[config.mk]
export PLATFORM = sky130hd
export DESIGN_NAME = tick_task_release_table
export DESIGN_NICKNAME = d
export VERILOG_FILES = /design/src/design/tttr_pkg.sv /design/src/design/tttr_cell.sv /design/src/design/tttr_slot_op.sv /design/src/design/tick_task_release_table.sv
export SDC_FILE = /design/constraint.sdc
export NUM_CORES = 2
export LEC_CHECK = 0
export ABC_AREA = 0
export CORE_ASPECT_RATIO = 2
export CORE_UTILIZATION = 34
export CTS_CLUSTER_DIAMETER = 50
export DETAILED_ROUTE_END_ITERATION = 8
export DONT_BUFFER_PORTS = 1
export SKIP_CTS_REPAIR_TIMING = 1
export SLEW_MARGIN = 10
export SYNTH_ARGS = -nofsm -noshare
export SYNTH_HDL_FRONTEND = slang
export SYNTH_SLANG_ARGS = --single-unit
[constraint.sdc]
create_clock -name clk -period 3.6 [get_ports clk]
set_clock_uncertainty 0.2 [all_clocks]
set_input_delay 0.72 -clock clk [delete_from_list [all_inputs] [get_ports clk]]
set_output_delay 0.72 -clock clk [all_outputs]
set_load 0.01 [all_outputs]
[src/design/tttr_pkg.sv]
// tttr_pkg: sizes, command and result codes, and the slot record type
// for the tick task release table; no dependencies
package tttr_pkg;

	localparam int SLOT_COUNT   = 16;
	localparam int PENDING_BITS = 8;

	// walk counter holds 0 .. SLOT_COUNT-1
	localparam int STEP_W = (SLOT_COUNT > 1) ? $clog2(SLOT_COUNT) : 1;

	localparam int CMD_W   = 2;
	localparam int KIND_W  = 2;
	localparam int SLOT_W  = 5;
	localparam int TIME_W  = 16;
	localparam int DELAY_W = TIME_W + 1;

	// command codes
	localparam logic [CMD_W-1:0] CMD_TICK     = 2'd0;
	localparam logic [CMD_W-1:0] CMD_ADD      = 2'd1;
	localparam logic [CMD_W-1:0] CMD_DELETE   = 2'd2;
	localparam logic [CMD_W-1:0] CMD_DISPATCH = 2'd3;

	// result kinds
	localparam logic [KIND_W-1:0] KIND_ADD  = 2'd0;
	localparam logic [KIND_W-1:0] KIND_DEL  = 2'd1;
	localparam logic [KIND_W-1:0] KIND_RUN  = 2'd2;
	localparam logic [KIND_W-1:0] KIND_IDLE = 2'd3;

	// "no slot" marker on the slot index field
	localparam logic [SLOT_W-1:0] NONE_SLOT = SLOT_W'(SLOT_COUNT);

	localparam logic [PENDING_BITS-1:0] PENDING_MAX = '1;

	typedef struct packed {
		logic                    used;
		logic [DELAY_W-1:0]      delay;
		logic [TIME_W-1:0]       period;
		logic [PENDING_BITS-1:0] pending;
	} slot_rec_t;

	localparam slot_rec_t REC_CLEAR = '0;

	// per-step status from the slot unit to the walk control
	typedef struct packed {
		logic run;   // slot is emitted by dispatch
		logic take;  // slot is claimed by add
	} slot_stat_t;

endpackage

[src/design/tttr_cell.sv]
// tttr_cell: one storage cell of the slot ring, holds one slot record
// and passes it to its neighbor on each walk step; uses tttr_pkg
module tttr_cell (
	input  logic              clk,
	input  logic              arst_n,
	input  logic              shift,
	input  tttr_pkg::slot_rec_t rec_in,
	output tttr_pkg::slot_rec_t rec_q
);
	import tttr_pkg::*;

	// record register, cleared on reset
	always_ff @(posedge clk or negedge arst_n) begin
		if (!arst_n) begin
			rec_q <= REC_CLEAR;
		end else if (shift) begin
			rec_q <= rec_in;
		end
	end

endmodule

[src/design/tttr_slot_op.sv]
// tttr_slot_op: applies the current command to the record at the head
// of the ring and reports run and claim status; uses tttr_pkg
module tttr_slot_op (
	input  logic [tttr_pkg::CMD_W-1:0]  cmd,
	input  logic [tttr_pkg::TIME_W-1:0] period,
	input  logic [tttr_pkg::TIME_W-1:0] start_delay,
	input  logic                        del_hit,
	input  logic                        add_open,
	input  tttr_pkg::slot_rec_t         rec,
	output tttr_pkg::slot_rec_t         rec_next,
	output tttr_pkg::slot_stat_t        stat
);
	import tttr_pkg::*;

	// per-command record update
	always_comb begin
		rec_next = rec;
		stat     = '0;
		unique case (cmd)
			CMD_TICK: begin
				if (rec.used) begin
					if (rec.delay == '0) begin
						if (rec.pending != PENDING_MAX)
							rec_next.pending = rec.pending + 1'b1;
						if (rec.period != '0)
							rec_next.delay = {1'b0, rec.period} - 1'b1;
					end else begin
						rec_next.delay = rec.delay - 1'b1;
					end
				end
			end
			CMD_ADD: begin
				if (add_open && !rec.used) begin
					stat.take        = 1'b1;
					rec_next.used    = 1'b1;
					rec_next.period  = period;
					rec_next.delay   = {1'b0, period} + {1'b0, start_delay};
					rec_next.pending = '0;
				end
			end
			CMD_DELETE: begin
				if (del_hit)
					rec_next = REC_CLEAR;
			end
			default: begin
				// dispatch
				if (rec.pending != '0) begin
					stat.run         = 1'b1;
					rec_next.pending = rec.pending - 1'b1;
					if (rec.period == '0)
						rec_next = REC_CLEAR;
				end
			end
		endcase
	end

endmodule

[src/design/tick_task_release_table.sv]
// tick_task_release_table: top level, ring of slot cells walked once
// per command, head slot unit, walk control and result register
// uses tttr_pkg, tttr_cell, tttr_slot_op
//
//  channel | valid     | stall     | fields
//  --------+-----------+-----------+------------------------------------
//  input   | in_valid  | in_stall  | cmd, period, start_delay, slot
//  output  | out_valid | out_stall | kind, slot_index, ok, last
//
// every command rotates the slot ring once: SLOT_COUNT steps, one slot
// through the head unit per step, one command in work at a time.
// after a beat is taken the input stalls until the walk ends for tick, and for
// add, delete and dispatch until the closing beat is loaded.
// a run step or the closing beat waits while out_stall holds a waiting beat.
// reset clears every slot record at once, no sweep.
module tick_task_release_table (
	input  logic                          clk,
	input  logic                          arst_n,
	input  logic                          in_valid,
	output logic                          in_stall,
	input  logic [tttr_pkg::CMD_W-1:0]    cmd,
	input  logic [tttr_pkg::TIME_W-1:0]   period,
	input  logic [tttr_pkg::TIME_W-1:0]   start_delay,
	input  logic [tttr_pkg::SLOT_W-1:0]   slot,
	output logic                          out_valid,
	input  logic                          out_stall,
	output logic [tttr_pkg::KIND_W-1:0]   kind,
	output logic [tttr_pkg::SLOT_W-1:0]   slot_index,
	output logic                          ok,
	output logic                          last
);
	import tttr_pkg::*;

	typedef enum logic [1:0] {
		ST_IDLE,
		ST_WALK,
		ST_FIN
	} state_t;

	state_t                state_q;
	logic [STEP_W-1:0]     step_q;
	logic [CMD_W-1:0]      cmd_q;
	logic [TIME_W-1:0]     period_q;
	logic [TIME_W-1:0]     delay_q;
	logic [SLOT_W-1:0]     slot_q;
	logic                  found_q;
	logic [SLOT_W-1:0]     found_idx_q;

	logic                  out_valid_q;
	logic [KIND_W-1:0]     kind_q;
	logic [SLOT_W-1:0]     slot_index_q;
	logic                  ok_q;
	logic                  last_q;

	slot_rec_t             ring [SLOT_COUNT];
	slot_rec_t             head_next;
	slot_stat_t            stat;

	logic                  in_take;
	logic                  out_free;
	logic                  out_load;
	logic                  step_go;
	logic                  step_end;
	logic                  del_in_range;
	logic                  del_hit;
	logic [SLOT_W-1:0]     step_idx;

	assign in_stall = (state_q != ST_IDLE);
	assign in_take  = in_valid && !in_stall;
	assign out_free = !out_valid_q || !out_stall;

	assign step_idx     = SLOT_W'(step_q);
	assign del_in_range = (32'(slot_q) < SLOT_COUNT);
	assign del_hit      = del_in_range && (32'(slot_q) == 32'(step_q));

	// a step waits only when it has a run beat and the result register holds a beat under out_stall
	assign step_go  = (state_q == ST_WALK) && (!stat.run || out_free);
	assign step_end = (32'(step_q) == SLOT_COUNT - 1);

	// result register takes a new beat: run beat in the walk or closing beat
	assign out_load = (step_go && stat.run) || ((state_q == ST_FIN) && out_free);

	// head unit
	tttr_slot_op u_op (
		.cmd         (cmd_q),
		.period      (period_q),
		.start_delay (delay_q),
		.del_hit     (del_hit),
		.add_open    (!found_q),
		.rec         (ring[0]),
		.rec_next    (head_next),
		.stat        (stat)
	);

	// slot ring: cell k takes from cell k+1, the tail takes the head unit output
	for (genvar k = 0; k < SLOT_COUNT; k++) begin : g_ring
		if (k == SLOT_COUNT - 1) begin : g_tail
			tttr_cell u_cell (
				.clk    (clk),
				.arst_n (arst_n),
				.shift  (step_go),
				.rec_in (head_next),
				.rec_q  (ring[k])
			);
		end else begin : g_body
			tttr_cell u_cell (
				.clk    (clk),
				.arst_n (arst_n),
				.shift  (step_go),
				.rec_in (ring[k+1]),
				.rec_q  (ring[k])
			);
		end
	end

	// command latch, no reset needed
	always_ff @(posedge clk) begin
		if (in_take) begin
			cmd_q    <= cmd;
			period_q <= period;
			delay_q  <= start_delay;
			slot_q   <= slot;
		end
		if (step_go && stat.take)
			found_idx_q <= step_idx;
	end

	// walk control and result register
	always_ff @(posedge clk or negedge arst_n) begin
		if (!arst_n) begin
			state_q      <= ST_IDLE;
			step_q       <= '0;
			found_q      <= 1'b0;
			out_valid_q  <= 1'b0;
			kind_q       <= KIND_ADD;
			slot_index_q <= '0;
			ok_q         <= 1'b0;
			last_q       <= 1'b0;
		end else begin
			if (out_load)
				out_valid_q <= 1'b1;
			else if (out_free)
				out_valid_q <= 1'b0;
			unique case (state_q)
				ST_IDLE: begin
					if (in_take) begin
						state_q <= ST_WALK;
						step_q  <= '0;
						found_q <= 1'b0;
					end
				end
				ST_WALK: begin
					if (step_go) begin
						if (stat.take)
							found_q <= 1'b1;
						if (stat.run) begin
							kind_q       <= KIND_RUN;
							slot_index_q <= step_idx;
							ok_q         <= 1'b1;
							last_q       <= 1'b0;
						end
						if (step_end) begin
							step_q  <= '0;
							state_q <= (cmd_q == CMD_TICK) ? ST_IDLE : ST_FIN;
						end else begin
							step_q <= step_q + 1'b1;
						end
					end
				end
				ST_FIN: begin
					// closing beat for add, delete and dispatch
					if (out_free) begin
						last_q  <= 1'b1;
						state_q <= ST_IDLE;
						unique case (cmd_q)
							CMD_ADD: begin
								kind_q       <= KIND_ADD;
								slot_index_q <= found_q ? found_idx_q : NONE_SLOT;
								ok_q         <= found_q;
							end
							CMD_DELETE: begin
								kind_q       <= KIND_DEL;
								slot_index_q <= del_in_range ? slot_q : NONE_SLOT;
								ok_q         <= del_in_range;
							end
							default: begin
								kind_q       <= KIND_IDLE;
								slot_index_q <= NONE_SLOT;
								ok_q         <= 1'b1;
							end
						endcase
					end
				end
				default: begin
					state_q <= ST_IDLE;
				end
			endcase
		end
	end

	assign out_valid  = out_valid_q;
	assign kind       = kind_q;
	assign slot_index = slot_index_q;
	assign ok         = ok_q;
	assign last       = last_q;

	// a taken command blocks the input until its walk is done
	a_busy_after_take: assert property (@(posedge clk) disable iff (!arst_n)
		in_take |=> in_stall)
		else $error("input not blocked after command taken");

	// run beats never close a command
	a_run_not_last: assert property (@(posedge clk) disable iff (!arst_n)
		(out_valid && kind == KIND_RUN) |-> !last)
		else $error("run beat marked last");

	// the walk counter rests at zero between commands
	a_step_rest: assert property (@(posedge clk) disable iff (!arst_n)
		(state_q == ST_IDLE) |-> (step_q == '0))
		else $error("walk counter not at rest");

	// only a dispatch walk emits run beats
	a_run_dispatch: assert property (@(posedge clk) disable iff (!arst_n)
		(step_go && stat.run) |-> (cmd_q == CMD_DISPATCH))
		else $error("run beat outside dispatch");

endmodule

======== Word-level counts from Yosys, hierarchy flattened ========
Index checks and enable logic that the tools add are counted.
operators by class
  reduce and logical (&&, ||, !) cells .... 31
  $lt $le $gt $ge ......................... 1
  equality and inequality tests ........... 13
  add/subtract/negate cells ............... 6
  muxes and demuxes ....................... 55
operators with widths
  operator                                             number
  2-to-1 mux 42 bit                                    4
  2-to-1 mux 17 bit                                    3
  one-hot mux 17 bit (3 select lines)                  1
  one-hot mux 16 bit (3 select lines)                  1
  2-to-1 mux 5 bit                                     5
  2-to-1 mux 8 bit                                     3
  one-hot mux 8 bit (3 select lines)                   1
  one-hot mux 5 bit (2 select lines)                   2
  adder 16 x 16 -> 17 bit                              1
  zero test 17 bit                                     1
  subtractor 16 x 1 -> 17 bit (second input constant)  1
  subtractor 17 x 1 -> 17 bit (second input constant)  1
  zero test 16 bit                                     1
  2-to-1 mux 2 bit                                     8
  nonzero test 16 bit                                  1
  2-to-1 mux 1 bit                                     15
  2-to-1 mux 4 bit                                     3
  inequality test 2 bit (second input constant)        6
  AND reduction 4 bit                                  3
  adder 8 x 1 -> 8 bit (second input constant)         1
  inequality test 8 bit (second input constant)        1
  one-hot mux 1 bit (2 select lines)                   4
  one-hot mux 2 bit (2 select lines)                   2
  one-hot mux 4 bit (2 select lines)                   1
  other kinds (17)                                     36
storage, ports and cells
  input port bits ......................... 43
  word-level logic and storage cells ...... 183
  bits in registers ....................... 732

======== Depth between registers and ports, before layout ========
  word-level depth ........................ 9
  depth in mapped cells ................... 11
  depth with buffers taken out ............ 10

======== By module ========
From an unflattened synthesis, not the netlist that was laid out.
second synthesis, totals
  cell total of the unflattened synthesis .. 2040
  area total of the unflattened synthesis .. 33529.7 µm²
by module, submodules not included
  module                   times used  seq. area each (µm²)  cells an instance  area each (µm²)
  tttr_cell                16          1051.0                89                 1765.4
  tttr_slot_op             1           0.0                   464                2934.1
  tick_task_release_table  1           1716.6                152                2348.5

======== Worst setup path before layout ========
Ideal clock, no wire load.
  path kind ............................... flip-flop to flip-flop
  start point ............................. register g_ring[0].g_body.u_cell.rec_q[24] in the netlist's numbering
  end point ............................... register g_ring[15].g_tail.u_cell.rec_q[29] in the netlist's numbering
  arrival ................................. 2.707 ns
  setup slack ............................. 0.569 ns
  period minus slack after synthesis ...... 3.031 ns
  data required time ...................... 3.276 ns
  path buffers ............................ 2
  cell stages (with the launch flop) ...... 12
  cell sequence ........................... dfrtp_1 -> inv_1 -> ha_1 -> or3b_1 -> clkbuf_1 -> or4_4 -> or2_1 -> buf_6 -> mux2_4 -> a21o_1 -> a31oi_1 -> nor3_1
between the ends
  cells in the longest elaborated chain, start to end .. 4
  elaborated cells on any way between the ends .. 5
  those cells by class .................... add/sub (1); mux (3); reduce/logical (1)
ends and longest elaborated chain
  element                                                          line                                    text
  from (decl)                                                      tttr_cell.sv:8                          output tttr_pkg::slot_rec_t rec_q
  from (signal assigned)                                           tttr_cell.sv:17                         rec_q <= rec_in;
  subtractor 17 x 1 -> 17 bit or zero test 17 bit (tied branches)  tttr_slot_op.sv:28, tttr_slot_op.sv:22
  2-to-1 mux 17 bit (*)                                            tttr_slot_op.sv:22                      if (rec.delay == '0) begin
  2-to-1 mux 17 bit (*)                                            tttr_slot_op.sv:21                      if (rec.used) begin
  one-hot mux 17 bit (3 select lines) (*)                          tttr_slot_op.sv:19                      unique case (cmd)
  to (signal assigned)                                             tttr_cell.sv:17
  to (decl)                                                        tttr_cell.sv:8
Mark *: on every way between the ends. The rest lies on a longest branch, timed or not.
A chain may end at the register's enable or synchronous reset.

======== Worst setup path after layout ========
  start point ............................. register g_ring[0].g_body.u_cell.rec_q[25] in the netlist's numbering
  end point ............................... register g_ring[15].g_tail.u_cell.rec_q[27] in the netlist's numbering
Same word-level chain as after synthesis.

==> out/results.txt <==
Aggregate global-route resource usage - 16.3%
F_max - 0.307 GHz
Initial Util - 34.3%
DRT Wirelength - 72200 µm
Mapped Cells - 3432
Max-cap violations - 0
Post-synthesis mux area share - 0.282%
Mapped Area - 30200 µm²
CP max stage delay - 0.60 ns
Clock period minus worst slack - 3.26 ns
First-pass GRT wire length - 117000 µm
Largest net degree at the start of global routing - 690
Synth async-reset ratio - 94.1%
IO buf count - 0
Crit-path cells - inv_1 -> ha_1 -> or3b_1 -> or4_4 -> nor2_1 -> buf_12 -> o21ai_0 -> a221oi_1 -> buf_4 -> a21oi_1
Die W - 213 µm
Htree depth - 2
CTS Buf Count - 61
Synth unique cells - 70
Routability cong. - 0.931
Most used flip-flop cell after synthesis - dfrtp_1
R2r startpoint - g_ring[0].g_body.u_cell.rec_q[25]
WP data arrival - 3.55 ns
Cell with the most instances after synthesis - nand2_1
Leak Pwr - 0.0180 µW
Critical path's top delay family - simple AND/OR/NAND/NOR gates
Number of global-route vias before repair - 21.4k
Routed vias/inst - 4.69
Core ar. - 88100 µm²
Critical Path End Type - flop
RSZ-0062 raised after global routing - no
CTS tree - built
Tightest Pin Transition - 0.990 ns
WL per Instance - 15.5 µm
PwrDens - 965 nW/µm²
Simple-gate area share of the yosys netlist - 27.5%
Most frequent cells after synthesis - nand2_1, dfrtp_1, clkbuf_1
Dpl ws - 0.390 ns
Synth Area in Compound Gates - 5.85%
I/O Pins - 54
Crit path buffers/inverters - 3
Post-synth EDFFs - 43
CP required - 3.90 ns
Tcrit/Tclk final - 90.4%
Hold Crit Class - primary input to asynchronous set/reset pin
# rows - 154
Slowest cell on crit path - or4_4
Via count - 21.8k
Crit start category - flop
Reg2reg end - g_ring[15].g_tail.u_cell.rec_q[27]
Top area cells in the synthesized netlist - dfrtp_1, nand2_1, edfxtp_1, clkbuf_1, o21ai_0
Cell taking the most area after synthesis - dfrtp_1
DRT Pass-1 Iters - 5
Relative slew margins - 33.3%
Grt ovf - 0
Worst-path maximum fanout - 10
Failing checks - negative hold slack
Area share of the largest cell type after synthesis - 57.1%
Final Hold Vio Count - 120
Min Hold Slack - -0.439 ns
Fraction of layout cells with a size suffix above 1 - 5.77%
Syn-to-layout area delta - 13.7%
Clk pin slew, worst setup/hold paths - 0.07 ns
Worst skew pair latency - 0.65 ns
ANT nets after route - 0
Status - finished with violations
Nets@finish - 3504
Util after Layout - 39.0%
Total power - 33100 µW
Syn Nets - 3503
Final TNS setup - 0 ns
Post-synthesis register bit count - 732
Min setup slack post-route - 0.344 ns
Post-synthesis xor/xnor area fraction - 0.928%
Main combinational cell family by area after synthesis - simple AND/OR/NAND/NOR gates
Initial DRC Count - 1733
DPL Wire Length - 45000 µm
Clk buf depth - 3
Post-synthesis adder-cell area fraction - 1.18%
Root Driver - clkbuf_16
Worst ir drop on vdd - 0.594 mV
Yosys warnings - 0
Die extent in y - 424 µm
Initial antenna violation count - 0
Reg2reg setup slack - 0.34 ns
Residual DRC - 0
Critical path type - flop to flop
Fin. max-slew vios - 0
Clock sink total - 732
Fillers - 8896
Post-synthesis sequential area ratio - 61.4%
Die footprint - 90100 µm²
Average size of a mapped cell - 8.80 µm²
Worst r2r path cells - 10
Final setup violation count - 0
-- state kept, by name, indices dropped and copies added, names as in the netlist --
name	cells
g_ring.g_body.u_cell.rec_q	630
g_ring.g_tail.u_cell.rec_q	42
delay_q	16
period_q	16
slot_index	5
slot_q	5
found_idx_q	4
step_q	4
cmd_q	2
kind	2
state_q	2
found_q	1
last	1
ok	1
out_valid	1
-- area by class of cell --
class                           count  area, µm²  area share (%)
Inverter                           24       90.1           0.262
Clock buffer                       92       1770            5.16
Timing Repair Buffer              133       1370            4.00
Tap cell                         1170       1460            4.26
Multi-Input combinational cell   2481      10800            31.5
Antenna cell                        1       2.50         0.00729
Sequential cell                   732      18500            54.0
Clock inverter                     21        303           0.882
-- logic make-up after synthesis --
group / Yosys count
flops: 732
xor+xnor: 32
fa+ha+maj: 28
buf+inv: 219
compound gates: 280
simple gates: 2133
mux: 8
-- power by group --
group | leakage, µW | switching, µW | internal [µW]
Sequential | 0.00959 | 1910 | 11500
Combinational | 0.00738 | 8800 | 4010
Clock | 0.00101 | 3120 | 3790
Total | 0.0180 | 13800 | 19300
-- layout by cell type, fill, tap and decap left out, drive strengths merged, types with 8 or more instances in the layout --
master,n
inv,25
ha,27
a21oi,66
clkinv,13
clkbuf,92
a31oi,17
edfxtp,43
and3,8
a211oi,8
nor2,70
a21boi,15
a21o,12
xor2,11
o21ai,76
dlygate4sd3,40
nand2,1938
and2,8
nor3,26
o22ai,20
nor4,13
nand3,21
dfrtp,689
buf,93
xnor2,21
-- how the worst max path moves through the flow --
stage	startpoint	endpoint	slack (ns)	cells past startpoint
detailed placement	g_ring[0].g_body.u_cell.rec_q[25]	g_ring[15].g_tail.u_cell.rec_q[6]	0.39	10
floorplan	g_ring[0].g_body.u_cell.rec_q[24]	g_ring[15].g_tail.u_cell.rec_q[29]	0.57	11
global route	g_ring[0].g_body.u_cell.rec_q[25]	g_ring[15].g_tail.u_cell.rec_q[6]	0.13	10
finish	g_ring[0].g_body.u_cell.rec_q[25]	g_ring[15].g_tail.u_cell.rec_q[27]	0.34	10
global placement	g_ring[0].g_body.u_cell.rec_q[25]	g_ring[15].g_tail.u_cell.rec_q[6]	0.40	10
CTS	g_ring[0].g_body.u_cell.rec_q[25]	g_ring[15].g_tail.u_cell.rec_q[6]	0.37	10
-- per-stage QoR --
stage                     instance area, µm²  instances
final                                  34300       4654
after global routing                   34300       4653
after CTS                              33800       4608
after detailed placement               31700       4495
after global placement                 31700       4495
after floorplan                        30200       3432
-- layer usage --
metal  vias to the layer above  GRT usage [%]  wire length (µm)
met5                         -              0                 0
met4                         0           10.5              4940
met3                       170           1.94              1860
met2                       306           28.4             36300
met1                     10500           18.8             29100
li1                      10800              -                 -
Note: power is estimated with default switching activity, not from simulation.
